==> src/assert_macros.svh <==
// Assertion macros used by the top-level RTL file of the vector unit.
`ifndef ASSERT_MACROS_SVH
`define ASSERT_MACROS_SVH

// Antecedent implies consequent in the same cycle.
`define V3_ASSERT_IMP(label, clk, rst, ante, cons, msg) \
   label: assert property (@(posedge clk) disable iff (rst) (ante) |-> (cons)) \
      else $error(msg);

// The expression must never hold.
`define V3_ASSERT_NEVER(label, clk, rst, expr, msg) \
   `V3_ASSERT_IMP(label, clk, rst, 1'b1, !(expr), msg)

`endif

==> src/v3alu_pkg.sv <==
// Types, constants and the arctangent table of the 3D vector unit.
package v3alu_pkg;

   typedef enum logic [1:0] {
      OP_DOT   = 2'd0,
      OP_CROSS = 2'd1,
      OP_NORM  = 2'd2,
      OP_ANGLE = 2'd3
   } op_type;

   localparam int FRONT_LAT = 8;
   localparam int ISQ_LAT   = 32;
   localparam int COR_ITER  = 30;
   localparam int COR_LAT   = COR_ITER + 2;
   localparam int TOTAL_LAT = FRONT_LAT + ISQ_LAT + COR_LAT + 1;

   localparam int OUT_W   = 33;
   localparam int NORM_W  = 25;
   localparam int ANGLE_W = 18;
   localparam int XY_W    = 52;
   localparam int Z_W     = 34;

   localparam logic signed [Z_W-1:0] HALF_PI_Q30 = 34'sd1686629713;
   localparam logic [ANGLE_W-1:0]    PI_Q16      = 18'd205887;

   // Per-beat information that rides alongside the square root and CORDIC.
   typedef struct packed {
      op_type                    op;
      logic                      err;
      logic signed [OUT_W-1:0]   dot;
      logic signed [OUT_W-1:0]   cx;
      logic signed [OUT_W-1:0]   cy;
      logic signed [OUT_W-1:0]   cz;
   } side_type;

   // Arctangent of 2^-idx in Q2.30.
   function automatic logic [31:0] atan_q30(input logic [4:0] idx);
      logic [31:0] v;
      unique case (idx)
         5'd0:  v = 32'h3243F6A8;
         5'd1:  v = 32'h1DAC6705;
         5'd2:  v = 32'h0FADBAFC;
         5'd3:  v = 32'h07F56EA6;
         5'd4:  v = 32'h03FEAB76;
         5'd5:  v = 32'h01FFD55B;
         5'd6:  v = 32'h00FFFAAA;
         5'd7:  v = 32'h007FFF55;
         5'd8:  v = 32'h003FFFEA;
         5'd9:  v = 32'h001FFFFD;
         5'd10: v = 32'h000FFFFF;
         5'd11: v = 32'h0007FFFF;
         5'd12: v = 32'h0003FFFF;
         5'd13: v = 32'h0001FFFF;
         5'd14: v = 32'h0000FFFF;
         5'd15: v = 32'h00007FFF;
         5'd16: v = 32'h00003FFF;
         5'd17: v = 32'h00001FFF;
         5'd18: v = 32'h00000FFF;
         5'd19: v = 32'h000007FF;
         5'd20: v = 32'h000003FF;
         5'd21: v = 32'h000001FF;
         5'd22: v = 32'h000000FF;
         5'd23: v = 32'h0000007F;
         5'd24: v = 32'h0000003F;
         5'd25: v = 32'h0000001F;
         5'd26: v = 32'h0000000F;
         5'd27: v = 32'h00000008;
         5'd28: v = 32'h00000004;
         5'd29: v = 32'h00000002;
         default: v = 32'h00000000;
      endcase
      return v;
   endfunction

endpackage

==> src/v3alu_isqrt.sv <==
// Pipelined 64-bit integer square root, one result bit per stage, rounded down.
module v3alu_isqrt (
   input  logic        clock,
   input  logic [63:0] rad_i,
   output logic [31:0] root_o
);
   import v3alu_pkg::*;

   logic [63:0] n_ff [ISQ_LAT];
   logic [63:0] r_ff [ISQ_LAT];

   for (genvar i = 0; i < ISQ_LAT; i++) begin : g_step
      localparam logic [63:0] BIT = 64'd1 << (62 - 2 * i);
      logic [63:0] n_prev, r_prev, trial, n_in, r_in;

      if (i == 0) begin : g_first
         assign n_prev = rad_i;
         assign r_prev = '0;
      end else begin : g_rest
         assign n_prev = n_ff[i-1];
         assign r_prev = r_ff[i-1];
      end

      always_comb begin
         trial = r_prev + BIT;
         if (n_prev >= trial) begin
            n_in = n_prev - trial;
            r_in = (r_prev >> 1) + BIT;
         end else begin
            n_in = n_prev;
            r_in = r_prev >> 1;
         end
      end

      always_ff @(posedge clock) begin
         n_ff[i] <= n_in;
         r_ff[i] <= r_in;
      end
   end

   assign root_o = r_ff[ISQ_LAT-1][31:0];

endmodule

==> config.mk <==
export PLATFORM = sky130hd
export DESIGN_NAME = v3alu_isqrt
export DESIGN_NICKNAME = d
export VERILOG_FILES = /design/src/assert_macros.svh /design/src/v3alu_pkg.sv /design/src/v3alu_isqrt.sv
export SDC_FILE = /design/constraint.sdc
export NUM_CORES = 2
export LEC_CHECK = 0
export BUFFER_PORTS_ARGS = -buffer_cell sky130_fd_sc_hd__buf_2
export CORE_UTILIZATION = 35
export CTS_BUF_LIST = sky130_fd_sc_hd__clkbuf_4 sky130_fd_sc_hd__clkbuf_8 sky130_fd_sc_hd__clkbuf_16
export DETAILED_ROUTE_END_ITERATION = 8
export HOLD_SLACK_MARGIN = 0.08
export PLACE_DENSITY_LB_ADDON = 0.2
export SLEW_MARGIN = 20
export SYNTH_ARGS = -nofsm -noshare
export SYNTH_HDL_FRONTEND = slang
export SYNTH_SLANG_ARGS = --single-unit
export TNS_END_PERCENT = 30
==> constraint.sdc <==
create_clock -name clock -period 4.2 [get_ports clock]
set_clock_uncertainty 0.15 [all_clocks]
set_input_delay 0.63 -clock clock [delete_from_list [all_inputs] [get_ports clock]]
set_output_delay 0.63 -clock clock [all_outputs]
set_load 0.01 [all_outputs]
# Word-level counts from Yosys, hierarchy flattened

Memories as Yosys holds them, arrays and structs flattened.
Index checks and enable logic that the tools add are counted.

Bits in registers: 0
Bits in writable memories: 4096
Input bits: 65
Output and inout bits: 32
Logic and storage cells: 192
Memories kept: 2

Memory list:

| memory | depth | bits a word | read ports | clocked after memory_dff | wr ports | line              | source |
|---|---|---|---|---|---|---|---|
| n_ff   | 32    | 64          | 31         | 0                        | 32       | v3alu_isqrt.sv:9  | `logic [63:0] n_ff [ISQ_LAT];` |
| r_ff   | 32    | 64          | 32         | 0                        | 32       | v3alu_isqrt.sv:10 | `logic [63:0] r_ff [ISQ_LAT];` |

Add/subtract/negate cells: 94
Order comparisons: 32
Mux-type cells: 64

Operator list:

| kind                                            | number |
|---|---|
| two-way mux 64 bit                              | 63 |
| >= comparator 64 bit                            | 31 |
| subtractor 64 bit                               | 31 |
| adder 63 x 1 -> 64 bit (second input constant)  | 1 |
| adder 63 x 11 -> 64 bit (second input constant) | 1 |
| adder 63 x 13 -> 64 bit (second input constant) | 1 |
| adder 63 x 15 -> 64 bit (second input constant) | 1 |
| adder 63 x 17 -> 64 bit (second input constant) | 1 |
| adder 63 x 19 -> 64 bit (second input constant) | 1 |
| adder 63 x 21 -> 64 bit (second input constant) | 1 |
| adder 63 x 23 -> 64 bit (second input constant) | 1 |
| adder 63 x 25 -> 64 bit (second input constant) | 1 |
| adder 63 x 27 -> 64 bit (second input constant) | 1 |
| adder 63 x 29 -> 64 bit (second input constant) | 1 |
| adder 63 x 3 -> 64 bit (second input constant)  | 1 |
| adder 63 x 31 -> 64 bit (second input constant) | 1 |
| adder 63 x 33 -> 64 bit (second input constant) | 1 |
| adder 63 x 35 -> 64 bit (second input constant) | 1 |
| adder 63 x 37 -> 64 bit (second input constant) | 1 |
| adder 63 x 39 -> 64 bit (second input constant) | 1 |
| adder 63 x 41 -> 64 bit (second input constant) | 1 |
| adder 63 x 43 -> 64 bit (second input constant) | 1 |
| adder 63 x 45 -> 64 bit (second input constant) | 1 |
| adder 63 x 47 -> 64 bit (second input constant) | 1 |
| 44 further kinds                                | 44 |

# Depth between registers and ports, before layout

An unclocked memory read counts as a cell.

Depth in word-level cells: 4
Gate-level depth with buffers: 15

# Worst setup path after synthesis

Ideal clock, no wire load.

Path type: register -> register
From: memory r_ff[24][14]
To: memory n_ff[25][16], in the netlist n_ff[1][592]
Library setup time: 0.121 ns
Arrival: 3.180 ns
Slack: 0.749 ns
Stages on the path, launching flop included: 12
Path buffers: 2
Clock period less this slack: 3.451 ns
Cells stage by stage: dfxtp_1 -> inv_1 -> ha_1 -> nor2b_1 -> o31a_1 -> o41a_1 -> o311ai_1 -> a211oi_1 -> nor3_1 -> clkbuf_1 -> buf_1 -> mux2_2

RTL lines:

| what               | line |
|---|---|
| start: declaration | v3alu_isqrt.sv:10 |
| end: declaration   | v3alu_isqrt.sv:9 |

==> impl_metrics.prom <==
# TYPE chip_impl_metric gauge
chip_impl_metric{name="fp.dieArea",unit="mm2"} 0.275
chip_impl_metric{name="placement_rows",unit=""} 191
chip_impl_info{name="setup.worst_path.class",value="flip-flop to flip-flop"} 1
chip_impl_metric{name="cts.reportedPaths.clkPinSlew",unit="ns"} 0.06
chip_impl_metric{name="yosysUniqueCellTypes",unit=""} 90
chip_impl_info{name="worst_hold_path_type",value="flip-flop to flip-flop"} 1
chip_impl_metric{name="slew_headroom",unit="%"} 35.0
chip_impl_metric{name="slew_viol_final",unit=""} 0
chip_impl_metric{name="htree_num_levels",unit=""} 5
chip_impl_info{name="ctsRootBufferMaster",value="clkbuf_16"} 1
chip_impl_metric{name="number_of_global_route_vias_before_repair",unit=""} 69100
chip_impl_metric{name="detail_route.wirelength",unit="mm"} 279
chip_impl_info{name="critical_path.startpoint_type",value="flip-flop"} 1
chip_impl_metric{name="number_of_clock_buffers_inserted_by_tritoncts",unit=""} 268
chip_impl_metric{name="first_pass_iters",unit=""} 8
chip_impl_metric{name="share_of_layout_cells_above_drive_strength_1",unit="%"} 8.36
chip_impl_metric{name="post_layout_nonfiller_instances",unit=""} 13800
chip_impl_metric{name="arrival",unit="ns"} 4.51
chip_impl_metric{name="number_of_antenna_violations_at_the_first_check_in_global_routing",unit=""} 14
chip_impl_metric{name="area_growth",unit="%"} 16.1
chip_impl_info{name="cts_tree",value="done"} 1
chip_impl_metric{name="yosysWarnings",unit=""} 0
chip_impl_metric{name="synth_nets",unit=""} 10300
chip_impl_metric{name="final.hold.worst_slack",unit="ns"} 0.163
chip_impl_metric{name="timing.final.crit_share",unit="%"} 95.1
chip_impl_metric{name="clock_tree.buffer_depth",unit=""} 4
chip_impl_metric{name="drt_iter0_markers",unit=""} 4747
chip_impl_metric{name="clock_sinks",unit=""} 2512
chip_impl_metric{name="synth_enable_flop_cells",unit=""} 0
chip_impl_metric{name="mappedNetlistArea",unit="mm2"} 0.0955
chip_impl_metric{name="max_cap_viol_count",unit=""} 0
chip_impl_metric{name="synthesis.area_per_instance",unit="um2"} 9.90
chip_impl_metric{name="floorplan.die.width",unit="um"} 524
chip_impl_metric{name="asyncSetResetFlopFracSynth",unit="%"} 0
chip_impl_metric{name="worst-endpoint-required",unit="ns"} 4.71
chip_impl_info{name="critPathCaptureType",value="flip-flop"} 1
chip_impl_metric{name="cellPowerDensity",unit="mW/mm2"} 712
chip_impl_info{name="synth.top_cells.by_count",value="dfxtp_1 (2,512), inv_1 (715), nand2_1 (632), nor2_1 (632), a21oi_1 (603)"} 1
chip_impl_metric{name="largest_net_degree_at_the_start_of_global_routing",unit=""} 58
chip_impl_metric{name="remaining_drc_errors",unit=""} 0
chip_impl_info{name="ys.flop_type",value="dfxtp_1"} 1
chip_impl_info{name="yosysTopAreaCell",value="dfxtp_1"} 1
chip_impl_metric{name="worst-r2r-setup-slack",unit="ns"} 0.20
chip_impl_info{name="yosys-top-cells-area",value="dfxtp_1 (53%), ha_1 (7.3%), xnor2_1 (4.6%)"} 1
chip_impl_metric{name="setup-violations-final",unit=""} 0
chip_impl_metric{name="grt_first_pass_wirelength",unit="mm"} 420
chip_impl_metric{name="core_area",unit="mm2"} 0.271
chip_impl_metric{name="die_h",unit="um"} 524
chip_impl_metric{name="gp_congestion",unit=""} 0.949
chip_impl_metric{name="setup_tns",unit="ns"} 0
chip_impl_metric{name="tightestPinTransition",unit="ns"} 0.966
chip_impl_metric{name="postSynthRegisterBits",unit=""} 2512
chip_impl_metric{name="placed_cells",unit=""} 13200
chip_impl_metric{name="cp_max_fo",unit=""} 8
chip_impl_metric{name="drt-wirelength-per-cell",unit="um"} 20.2
chip_impl_metric{name="power.leakage",unit="nW"} 50.0
chip_impl_info{name="status",value="complete, no violations"} 1
chip_impl_metric{name="total_global_routing_overflow",unit=""} 0
chip_impl_metric{name="io_buffers",unit=""} 96
chip_impl_metric{name="synth-seq-area-share",unit="%"} 52.6
chip_impl_metric{name="final_nets",unit=""} 10600
chip_impl_metric{name="num_vias",unit=""} 69400
chip_impl_info{name="rsz_0062_raised_after_global_routing",value="false"} 1
chip_impl_metric{name="fmaxAchievable",unit="GHz"} 0.250
chip_impl_metric{name="final_hold_viol_count",unit=""} 0
chip_impl_metric{name="floorplan.initialDensity",unit="%"} 35.2
chip_impl_metric{name="layout_min_cycle_time",unit="ns"} 4.00
chip_impl_metric{name="io_pins",unit=""} 97
chip_impl_metric{name="synth_top_area_share",unit="%"} 52.6
chip_impl_metric{name="ant_nets",unit=""} 0
chip_impl_metric{name="postSynthCellCount",unit=""} 9652
chip_impl_metric{name="route.detailed.vias_per_inst",unit=""} 5.03
chip_impl_metric{name="clock_insertion_delay_worst_skew",unit="ns"} 0.85
chip_impl_metric{name="peakVddDrop",unit="uV"} 459
chip_impl_metric{name="grt.total_usage",unit="%"} 19.6
chip_impl_info{name="yosys.cell_count.top_type",value="dfxtp_1"} 1
chip_impl_metric{name="place_hpwl",unit="mm"} 222
[state kept, by name, indices dropped and copies added (netlist names)]
signal / count
n_ff: 1984
r_ff: 528
[critical path, stage by stage, from the launching register on]
cell and delay, ns:
dfxtp_1 0.38, ha_1 0.46, nand4_1 0.16, nor3_1 0.30, nand3_1 0.19, or4_1 0.54
a21oi_1 0.42, o211ai_1 0.28, or3_1 0.48, nor2_1 0.14, xor2_1 0.34
[final timing paths]
path / start / to / cells past startpoint
hold / removal: r_ff[27][9]$_DFF_P_ / r_ff[28][8]$_DFF_P_ / 0
hold reg to reg: r_ff[27][9]$_DFF_P_ / r_ff[28][8]$_DFF_P_ / 0
setup reg to reg: n_ff[1][359]$_DFF_P_ / n_ff[1][441]$_DFF_P_ / 10
setup / recovery: n_ff[1][359]$_DFF_P_ / n_ff[1][441]$_DFF_P_ / 10
[layer usage]
metal	global-route usage [%]	wire length [um]	part of all wire [%]	vias up
met2	35.5	139000	50	1571
met4	7.23	10500	3.8	2
li1	-	-	-	34400
met5	0	7	0.0025	-
met3	2.54	10500	3.8	487
met1	23.6	118000	42	32900
[cell type report]
class	instances	area, um2
multi-input combinational	6225	41800
clock inverter	97	1470
sequential	2512	50300
timing repair buffer	280	2170
tap	3570	4470
fill	26200	160000
inverter	720	2700
antenna	4	10.0
clock buffer	376	7990
[kinds of logic (layout without fill, tap and decap cells)]
group	after synthesis	in the layout	synth area share [%]
AOI/OAI and AO/OA	1833	1833	11.8
xor gates and xnor gates	876	876	8.03
buffers and inverters	915	1473	3.66
muxes	86	86	0.995
adders and majority gates	558	558	7.31
and+or+nand+nor	2872	2872	15.5
DFF	2512	2512	52.6
other	0	4	0
[power breakdown]
part	switching [mW]	leakage, nW	internal (mW)
sequential	5.53	21.0	29.3
combinational	10.8	24.3	8.39
clock	9.62	4.69	15.4
[metrics by stage]
stage	area, um2	power [mW]	utilization (%)	setup slack [ns]
after global placement	101000	54.2	37.2	0.280
final	111000	79.0	40.9	0.204
after CTS	111000	79.7	40.9	0.223
after global routing	111000	83.2	40.9	0.0456
after floorplan	95500	46.8	-	0.749
after detailed placement	101000	54.3	37.2	0.253
[what timing repair did]
item / in CTS / in global routing
endpoints found under the hold margin: 65 / 0
endpoints found under the setup margin: 0 / 10
hold buffers: 65 / 0
resized for setup: 0 / 2
buffers inserted: 0 / 1
[placed cells by master, fill, tap and decap left out, drive strengths merged, types with 106 or more instances in the layout]
cell    count
dfxtp    2512
inv       733
nand2     632
nor2      632
a21oi     603
ha        558
xnor2     505
o21ai     464
clkbuf    376
xor2      371
nor4      360
nor3      256
a21o      217
buf       215
nand3     175
nand4     167
or3       115
o21a      106
Power figures use the tool's default switching activity.
